<file path="config.mk">
export PLATFORM = sky130hd
export DESIGN_NAME = panel_key_mode_controller
export DESIGN_NICKNAME = d
export VERILOG_FILES = /design/src/hdl/pkmc_pkg.sv /design/src/hdl/pkmc_csr.sv /design/src/hdl/pkmc_update.sv /design/src/hdl/panel_key_mode_controller.sv
export SDC_FILE = /design/constraint.sdc
export NUM_CORES = 1
export LEC_CHECK = 0
export ABC_CLOCK_PERIOD_IN_PS = 6990
export BUFFER_PORTS_ARGS = -buffer_cell sky130_fd_sc_hd__buf_2
export CAP_MARGIN = 5
export CORE_MARGIN = 1
export CORE_UTILIZATION = 45
export CTS_CLUSTER_DIAMETER = 30
export DETAILED_ROUTE_END_ITERATION = 16
export PLACE_DENSITY = 0.69
export SLEW_MARGIN = 30
export SYNTH_ARGS = -nofsm -noshare
export SYNTH_HDL_FRONTEND = slang
export SYNTH_SLANG_ARGS = --single-unit
</file>
<file path="constraint.sdc">
create_clock -name clock -period 6.99 [get_ports clock]
set_clock_uncertainty 0.2 [all_clocks]
set_input_delay 0 -clock clock [delete_from_list [all_inputs] [get_ports clock]]
set_output_delay 0 -clock clock [all_outputs]
set_load 0.01 [all_outputs]
</file>
<file path="src/hdl/pkmc_pkg.sv">
`timescale 1ns / 1ps
// ----------------------------------------------------------------------------
// Panel key and mode controller package
// Shared types, codes and the next-allowed-bit function.
// ----------------------------------------------------------------------------
package pkmc_pkg;

   localparam int NUM_MODES   = 5;
   localparam int NUM_SENSORS = 6;
   localparam int FAN_W       = 3;
   localparam int TEMP_W      = 6;
   localparam int HUM_W       = 7;
   localparam int FUNC_W      = 3;
   localparam int ERR_W       = 6;
   localparam int CSR_IDX_W   = 3;
   localparam int CSR_DATA_W  = 6;
   localparam int SEARCH_W    = 16;

   localparam logic [NUM_SENSORS-1:0] HUM_SENSORS = 6'b111000;
   localparam logic [HUM_W-1:0]       HUM_LIMIT   = 7'd100;

   // Key codes.
   localparam logic [FUNC_W-1:0] FUNC_MODE     = 3'd0;
   localparam logic [FUNC_W-1:0] FUNC_SENSOR   = 3'd1;
   localparam logic [FUNC_W-1:0] FUNC_FAN      = 3'd2;
   localparam logic [FUNC_W-1:0] FUNC_FAN_LONG = 3'd3;
   localparam logic [FUNC_W-1:0] FUNC_DOWN     = 3'd4;
   localparam logic [FUNC_W-1:0] FUNC_UP       = 3'd5;

   // Register indexes.
   localparam logic [CSR_IDX_W-1:0] CSR_ALLOWED_MODES   = 3'd0;
   localparam logic [CSR_IDX_W-1:0] CSR_ALLOWED_SENSORS = 3'd1;
   localparam logic [CSR_IDX_W-1:0] CSR_MAX_FAN_SPEED   = 3'd2;
   localparam logic [CSR_IDX_W-1:0] CSR_TEMP_SET_MIN    = 3'd3;
   localparam logic [CSR_IDX_W-1:0] CSR_TEMP_SET_MAX    = 3'd4;

   typedef struct packed {
      logic [FUNC_W-1:0] func;
      logic [ERR_W-1:0]  error_flags;
   } req_payload_type;

   typedef struct packed {
      logic [NUM_MODES-1:0]   mode_onehot;
      logic [NUM_SENSORS-1:0] sensor_onehot;
      logic [FAN_W-1:0]       fan_level;
      logic                   running;
      logic [TEMP_W-1:0]      temp_target;
      logic [HUM_W-1:0]       hum_target;
   } rsp_payload_type;

   typedef struct packed {
      logic [NUM_MODES-1:0]   allowed_modes;
      logic [NUM_SENSORS-1:0] allowed_sensors;
      logic [FAN_W-1:0]       max_fan_speed;
      logic [TEMP_W-1:0]      temp_set_min;
      logic [TEMP_W-1:0]      temp_set_max;
   } cfg_type;

   // Next allowed bit strictly above the highest set bit of cur, wrapping to
   // the lowest allowed bit. A zero cur gives the lowest allowed bit.
   function automatic logic [SEARCH_W-1:0] next_bit(input logic [SEARCH_W-1:0] cur,
                                                    input logic [SEARCH_W-1:0] allow);
      logic [SEARCH_W-1:0] above;
      logic [SEARCH_W-1:0] cand;
      for (int i = 0; i < SEARCH_W; i++) begin
         above[i] = ((cur >> i) == '0);
      end
      cand = allow & above;
      if (cand != '0) begin
         return cand & (~cand + 1'b1);
      end
      return allow & (~allow + 1'b1);
   endfunction

endpackage

</file>
<file path="src/hdl/pkmc_csr.sv">
`timescale 1ns / 1ps
// ----------------------------------------------------------------------------
// Panel key and mode controller configuration registers
// Holds the five writable settings; writes to unknown indexes are dropped.
// ----------------------------------------------------------------------------
module pkmc_csr (
   input  logic                                 clock,
   input  logic                                 reset,
   input  logic                                 csr_wr_en,
   input  logic [pkmc_pkg::CSR_IDX_W-1:0]       csr_index,
   input  logic [pkmc_pkg::CSR_DATA_W-1:0]      csr_wr_data,
   output pkmc_pkg::cfg_type                    cfg
);

   pkmc_pkg::cfg_type cfg_ff;
   pkmc_pkg::cfg_type cfg_in;

   always_comb begin
      cfg_in = cfg_ff;
      if (csr_wr_en) begin
         case (csr_index)
            pkmc_pkg::CSR_ALLOWED_MODES: begin
               cfg_in.allowed_modes = csr_wr_data[pkmc_pkg::NUM_MODES-1:0];
            end
            pkmc_pkg::CSR_ALLOWED_SENSORS: begin
               cfg_in.allowed_sensors = csr_wr_data[pkmc_pkg::NUM_SENSORS-1:0];
            end
            pkmc_pkg::CSR_MAX_FAN_SPEED: begin
               cfg_in.max_fan_speed = csr_wr_data[pkmc_pkg::FAN_W-1:0];
            end
            pkmc_pkg::CSR_TEMP_SET_MIN: begin
               cfg_in.temp_set_min = csr_wr_data[pkmc_pkg::TEMP_W-1:0];
            end
            pkmc_pkg::CSR_TEMP_SET_MAX: begin
               cfg_in.temp_set_max = csr_wr_data[pkmc_pkg::TEMP_W-1:0];
            end
            default: begin
            end
         endcase
      end
   end

   always_ff @(posedge clock) begin
      if (reset) begin
         cfg_ff.allowed_modes   <= '1;
         cfg_ff.allowed_sensors <= '1;
         cfg_ff.max_fan_speed   <= '1;
         cfg_ff.temp_set_min    <= '0;
         cfg_ff.temp_set_max    <= '1;
      end else begin
         cfg_ff <= cfg_in;
      end
   end

   assign cfg = cfg_ff;

endmodule

</file>
<file path="src/hdl/pkmc_update.sv">
`timescale 1ns / 1ps
// ----------------------------------------------------------------------------
// Panel key and mode controller state update
// Works out the panel state that follows one key event.
// ----------------------------------------------------------------------------
module pkmc_update (
   input  pkmc_pkg::cfg_type          cfg,
   input  pkmc_pkg::rsp_payload_type  cur,
   input  pkmc_pkg::req_payload_type  key,
   output pkmc_pkg::rsp_payload_type  nxt
);

   logic [pkmc_pkg::SEARCH_W-1:0] mode_next;
   logic [pkmc_pkg::SEARCH_W-1:0] sensor_next;
   logic                          no_error;
   logic                          hum_selected;

   assign mode_next = pkmc_pkg::next_bit(
      {{(pkmc_pkg::SEARCH_W-pkmc_pkg::NUM_MODES){1'b0}}, cur.mode_onehot},
      {{(pkmc_pkg::SEARCH_W-pkmc_pkg::NUM_MODES){1'b0}}, cfg.allowed_modes});
   assign sensor_next = pkmc_pkg::next_bit(
      {{(pkmc_pkg::SEARCH_W-pkmc_pkg::NUM_SENSORS){1'b0}}, cur.sensor_onehot},
      {{(pkmc_pkg::SEARCH_W-pkmc_pkg::NUM_SENSORS){1'b0}}, cfg.allowed_sensors});
   assign no_error     = (key.error_flags == '0);
   assign hum_selected = ((cur.sensor_onehot & pkmc_pkg::HUM_SENSORS) != '0);

   always_comb begin
      nxt = cur;
      case (key.func)
         pkmc_pkg::FUNC_MODE: begin
            // An empty mask leaves the search result at zero, clearing the mode.
            nxt.mode_onehot = mode_next[pkmc_pkg::NUM_MODES-1:0];
         end
         pkmc_pkg::FUNC_SENSOR: begin
            if (cfg.allowed_sensors == '0) begin
               nxt.sensor_onehot = {{(pkmc_pkg::NUM_SENSORS-1){1'b0}}, 1'b1};
            end else begin
               nxt.sensor_onehot = sensor_next[pkmc_pkg::NUM_SENSORS-1:0];
            end
         end
         pkmc_pkg::FUNC_FAN: begin
            if (no_error) begin
               if (!cur.running) begin
                  nxt.running = 1'b1;
               end else if (cur.fan_level < cfg.max_fan_speed) begin
                  nxt.fan_level = cur.fan_level + 1'b1;
               end else begin
                  nxt.fan_level = {{(pkmc_pkg::FAN_W-1){1'b0}}, 1'b1};
               end
            end
         end
         pkmc_pkg::FUNC_FAN_LONG: begin
            if (no_error) begin
               nxt.running = 1'b0;
            end
         end
         pkmc_pkg::FUNC_DOWN: begin
            if (hum_selected) begin
               if (cur.hum_target != '0) begin
                  nxt.hum_target = cur.hum_target - 1'b1;
               end
            end else if (cur.temp_target > cfg.temp_set_min) begin
               nxt.temp_target = cur.temp_target - 1'b1;
            end
         end
         pkmc_pkg::FUNC_UP: begin
            if (hum_selected) begin
               if (cur.hum_target < pkmc_pkg::HUM_LIMIT) begin
                  nxt.hum_target = cur.hum_target + 1'b1;
               end
            end else if (cur.temp_target < cfg.temp_set_max) begin
               nxt.temp_target = cur.temp_target + 1'b1;
            end
         end
         default: begin
         end
      endcase
   end

endmodule

</file>
<file path="src/hdl/panel_key_mode_controller.sv">
`timescale 1ns / 1ps
// ----------------------------------------------------------------------------
// Panel key and mode controller
// Keeps the panel state (mode, sensor, fan, setpoints) from a stream of key
// events and reports the whole state after every event.
// ----------------------------------------------------------------------------
//   Channel   Direction  Contents
//   req_*     in         one key event: func, error_flags (valid/ready)
//   rsp_*     out        panel state after that event (valid/ready)
//   csr_*     in         register write: enable, index, data (no wait)
//
// One request is taken in every cycle while the result side keeps up; an
// accepted request passes from the input register into the state register,
// which doubles as the result register, and is offered there as a response.
// Reset is synchronous and restores the register defaults and the initial
// panel state. A stalled response holds the state stage; the input register
// still takes a request if it is empty, after which req_ready falls.
// ----------------------------------------------------------------------------
module panel_key_mode_controller (
   input  logic                               clock,
   input  logic                               reset,
   input  logic                               req_valid,
   output logic                               req_ready,
   input  pkmc_pkg::req_payload_type          req_payload,
   output logic                               rsp_valid,
   input  logic                               rsp_ready,
   output pkmc_pkg::rsp_payload_type          rsp_payload,
   input  logic                               csr_wr_en,
   input  logic [pkmc_pkg::CSR_IDX_W-1:0]     csr_index,
   input  logic [pkmc_pkg::CSR_DATA_W-1:0]    csr_wr_data
);

   pkmc_pkg::cfg_type          cfg;
   pkmc_pkg::req_payload_type  key_ff;
   logic                       key_valid_ff;
   pkmc_pkg::rsp_payload_type  state_ff;
   pkmc_pkg::rsp_payload_type  state_in;
   logic                       rsp_valid_ff;
   logic                       advance;

   pkmc_csr u_csr (
      .clock       (clock),
      .reset       (reset),
      .csr_wr_en   (csr_wr_en),
      .csr_index   (csr_index),
      .csr_wr_data (csr_wr_data),
      .cfg         (cfg)
   );

   pkmc_update u_update (
      .cfg (cfg),
      .cur (state_ff),
      .key (key_ff),
      .nxt (state_in)
   );

   // The state stage moves on when the held request can leave as a response,
   // that is when the result register is empty or being emptied this cycle.
   assign advance   = key_valid_ff && (!rsp_valid_ff || rsp_ready);
   assign req_ready = !key_valid_ff || advance;

   // Input register.
   always_ff @(posedge clock) begin
      if (reset) begin
         key_valid_ff <= 1'b0;
      end else if (req_ready) begin
         key_valid_ff <= req_valid;
      end
      if (req_ready && req_valid) begin
         key_ff <= req_payload;
      end
   end

   // The panel state is the result register: it only changes on reset or when a
   // new response is loaded, so it always equals the response on offer.
   always_ff @(posedge clock) begin
      if (reset) begin
         state_ff.mode_onehot   <= '0;
         state_ff.sensor_onehot <= {{(pkmc_pkg::NUM_SENSORS-1){1'b0}}, 1'b1};
         state_ff.fan_level     <= '0;
         state_ff.running       <= 1'b0;
         state_ff.temp_target   <= '0;
         state_ff.hum_target    <= '0;
         rsp_valid_ff           <= 1'b0;
      end else begin
         if (advance) begin
            state_ff     <= state_in;
            rsp_valid_ff <= 1'b1;
         end else if (rsp_ready) begin
            rsp_valid_ff <= 1'b0;
         end
      end
   end

   assign rsp_valid   = rsp_valid_ff;
   assign rsp_payload = state_ff;

endmodule
</file>
Word-level counts from Yosys, hierarchy flattened
Index checks and enable logic that the tools add are counted. W data, S select, Z words.

Muxes and demuxes: 22. $lt $le $gt $ge: 4. Eq/ne operators: 19. Bitwise gates (word level): 10. $add $sub $neg: 9. Reduce and logical (&&, ||, !) cells: 39.

Operators by type and width (number): $logic_not A16 Y1 (11); $mux W6 (7); $reduce_bool A16 Y1 (2); $mux W7 (4); $pmux W13 S2 (1); $add A6 B1 Y6 const B (3); $and A5 B16 Y16 (1); $and A6 B16 Y16 (1); $ne A2 B1 Y1 const B (8); $reduce_and A2 Y1 (7); $and A6 B6 Y6 (2); $eq A3 B2 Y1 const B (4); $logic_not A6 Y1 (2); $not A6 Y6 (2); $reduce_and A6 Y1 (2); $add A5 B1 Y5 const B (2); $and A5 B5 Y5 (2); $mux W5 (2); $not A5 Y5 (2); $eq A3 B3 Y1 const B (3); $reduce_and A4 Y1 (2); $add A7 B1 Y7 const B (1); $lt A7 B7 Y1 const B (1); $reduce_bool A7 Y1 (1); 17 further kinds (30).

Output and inout port bits: 30. Bits in registers: 65.

Longest topological paths before layout
Depth in word-level cells: 8. Mapped depth: 10.

Hierarchy
A second synthesis with hierarchy kept.

Cells, all modules: 494. Area total of the unflattened synthesis: 4320.4 µm².

Modules (own cells, without submodules): pkmc_update (cells each 251, times used 1, seq. area each 0.0 µm², area an instance 1652.8 µm²); panel_key_mode_controller (cells each 140, times used 1, seq. area each 870.8 µm², area an instance 1609.0 µm²); pkmc_csr (cells each 103, times used 1, seq. area each 520.5 µm², area an instance 1058.5 µm²).

Least setup slack after synthesis
Ideal clock, no wire load.

Kind: reg2reg. Start: register key_ff[7] in the netlist's numbering. End: register state_ff, in the netlist rsp_payload[6]. Path buffers: 0. Cell stages (with the launch flop): 10. Period minus slack after synthesis: 2.517 ns. Required time: 6.720 ns. Library setup time: 0.070 ns. Setup slack: 4.473 ns. Arrival time: 2.247 ns. Cells stage by stage: edfxtp_1 > nor2b_1 > nand2_1 > fa_1 > a21oi_1 > o211ai_1 > a21oi_1 > xnor2_1 > or3_1 > a21oi_1.

Longest elaborated chain between the ends: 3.

RTL lines: from (decl) (line panel_key_mode_controller.sv:34) `pkmc_pkg::req_payload_type key_ff;`; from (signal assigned) (line panel_key_mode_controller.sv:70) `key_ff <= req_payload;`; $eq A3 B3 Y1 (line pkmc_update.sv:29) `case (key.func)`; $ne A2 B1 Y1 (no line) or $reduce_bool A2 Y1 (tied branches); $reduce_and A6 Y1 (no line); to (signal assigned) (line panel_key_mode_controller.sv:87) `state_ff <= state_in;`; to (decl) (line panel_key_mode_controller.sv:36) `pkmc_pkg::rsp_payload_type state_ff;`.

Parallel ways exist; a longest one is shown, timed or not. A chain may end at the register's enable or synchronous reset.

Final worst setup path
Ends and elaborated chain as after synthesis.

==> out/qor.yml <==
outcome: "finished, final reports clean"
via_per_inst: 5.33
synth-async-reset-ratio_pct: 0
clk_pin_slew_worst_paths_ns: 0.08
hpwl_um: 5740
multi_input_area_um2: 1950
cts_tree: "done"
dieArea_um2: 8140
worstPathRequired_ns: 7.07
first_global_vias: 3052
netlist.area_leader.share_pct: 32.0
grtUsageMet1_pct: 27.6
synth.most_common_cell: "dfxtp_1"
rows: 31
core-area_um2: 7370
port_buffers: 52
synth-edff-count: 9
worst_pin_slew_ns: 0.885
arrival_ns: 2.97
diodes: 0
ys.warnings.count: 0
synth_area_um2: 3500
synth_top_area_cell: "dfxtp_1"
finalNetCount: 531
drt-total-wl_um: 8220
gr-usage-met3_pct: 6.18
finalNonFillerCells: 587
via_count: 3127
postCtsSetupRepairBufs: 0
power_density_nw_per_um2: 205
cap_viol_max_count: 0
cp_max_fo: 12
synth-seq-area-share_pct: 39.7
synth_commonest_cells: "56 x dfxtp_1, 47 x nand2_1, 37 x nor2_1"
p_leak_nw: 2.03
critPathLaunchType: "flip-flop"
gp_congestion: 0.865
root_buffer: "clkbuf_8"
die_x_um: 90.2
period_share_pct: 41.3
avgSynthCellArea_um2: 8.63
start_util_pct: 47.5
critical_path.endpoint_type: "flip-flop"
cts_resized: 0
min_period_ns: 2.89
place_inst: 545
finalHoldViolations: 0
ff2ff_setup_slack_ns: 4.10
drv_slew: 0
setup_viol: 0
htree_levels: 3
synth_cell_type_count: 50
first_iter_violations: 128
ys_top_cells_by_area: "dfxtp_1 32%, ha_1 8.2%, edfxtp_1 7.7%, nand2_1 5.0%, mux2i_1 4.3%"
slew_headroom_pct: 40.6
seq_area_um2: 1390
synth-seq-cells: 65
setup.worst_path.class: "reg -> reg"
track_usage_pct: 21.9
drc: 0
drive_above_1_share_pct: 15.6
die_y_um: 90.2
final_util_pct: 58.8
syn_nets: 454
rsz0062_at_grt: "no"
post_drt_wl_per_cell_um: 14.0
fillCellCount: 670
synth_flop_cell: "dfxtp_1"
grtUsageMet2_pct: 35.8
antenna_found_initial: 0
clk_latency_ns: 0.36
antenna_left: 0
syn2layout_area_growth_pct: 23.8
synthCells: 406
busiest_layer: "met2"
grt_pass1_wl_um: 14200
vdd_drop_max_uv: 127
hold_class: "in -> reg"
hold_buffers: 26
dr.pass1.iters: 4
io_pins: 53
clock-sinks: 65
cts_buffers: 9
max_freq_ghz: 0.346
grt_overflow: 0
grt_max_degree: 39
clock_path_buffers: 2
setup-tns-final_ns: 0
-- where the power goes --
group | leakage, nW | internal (mW) | switching (mW)
registers | 0.543 | 0.390 | 0.00988
clock network | 0.124 | 0.238 | 0.163
logic | 1.36 | 0.0411 | 0.0467
-- flip-flops by register name, summed over array words and instances, names as in the netlist --
signal,count
rsp_payload,28
u_csr.cfg,26
key_ff,9
key_valid_ff,1
rsp_valid,1
-- layout by cell type, fill, tap and decap left out, types with 2 or more instances in the layout --
cell type / Yosys / layout
dfxtp_1: 56 / 56
buf_2: 0 / 52
nand2_1: 47 / 47
nor2_1: 37 / 37
inv_1: 30 / 30
a21oi_1: 28 / 28
dlygate4sd3_1: 0 / 26
ha_1: 23 / 23
nand3_1: 20 / 20
o211ai_1: 16 / 16
o21ai_0: 15 / 15
mux2i_1: 15 / 15
nor2b_1: 10 / 10
clkbuf_8: 0 / 9
edfxtp_1: 9 / 9
or3_1: 7 / 7
nor3_1: 7 / 7
nand2b_1: 7 / 7
xnor2_1: 7 / 7
nand4_1: 6 / 6
a21o_1: 5 / 5
o21bai_1: 4 / 4
xor2_1: 4 / 4
o31ai_1: 3 / 3
nor4_1: 3 / 3
and3_1: 3 / 3
a211o_1: 3 / 3
bufinv_16: 0 / 3
nand3b_1: 2 / 2
or4_1: 2 / 2
a31oi_1: 2 / 2
o31a_1: 2 / 2
fa_1: 2 / 2
clkinv_2: 0 / 2
-- worst max-delay path, stage by stage, from the launching register on --
cell and delay, ns:
edfxtp_1 0.46, nor2b_1 0.24, nand2_1 0.34, fa_1 0.52, a21oi_1 0.20, o211ai_1 0.12, a21oi_1 0.19, xnor2_1 0.10
or3_1 0.31, a21oi_1 0.14
-- stage by stage --
step	hold slack [ns]	cell area (um^2)	worst slack, ns	power (mW)
2_1_floorplan	-0.101	3500	4.47	0.459
3_3_place_gp	-0.0227	3830	4.26	0.482
3_5_place_dp	-0.0219	3830	4.13	0.485
4_1_cts	0.133	4340	4.10	0.893
5_1_grt	0.134	4340	3.82	0.925
6_report	0.150	4340	4.10	0.888
-- cell families (layout without fill, tap and decap cells) --
group                    after synthesis  after routing  share of synthesized area, %
AO/OA/AOI/OAI                         87             87                          16.2
flip-flops                            65             65                          39.7
AND/OR/NAND/NOR                      160            160                          22.6
buffers and inverters                 42            124                          4.72
adder cells (fa/ha/maj)               25             25                          9.36
XOR/XNOR                              11             11                          2.75
multiplexers                          16             16                          4.61
-- final timing paths --
path | startpoint | to | depth (start not counted)
setup / recovery | key_ff[7] | rsp_payload[6] | 9
hold / removal | req_payload[4] | key_ff[4] | 2
setup reg to reg | key_ff[7] | rsp_payload[6] | 9
hold reg to reg | rsp_payload[25] | rsp_payload[25] | 2
-- final cells by class --
| class | count | area share (%) |
|---|---|---|
| clock buffer | 9 | 2.86 |
| inverter | 30 | 2.60 |
| sequential | 65 | 32.1 |
| tap | 99 | 2.86 |
| timing repair buffer | 78 | 12.0 |
| multi-input combinational | 299 | 44.9 |
| clock inverter | 7 | 2.71 |
-- routing by layer --
layer | share of wire (%) | wire length [um]
met1 | 46 | 3800
met2 | 47 | 3870
met3 | 5.1 | 416
met4 | 1.6 | 132
met5 | 0 | 0
(Power assumes the default switching activity.)
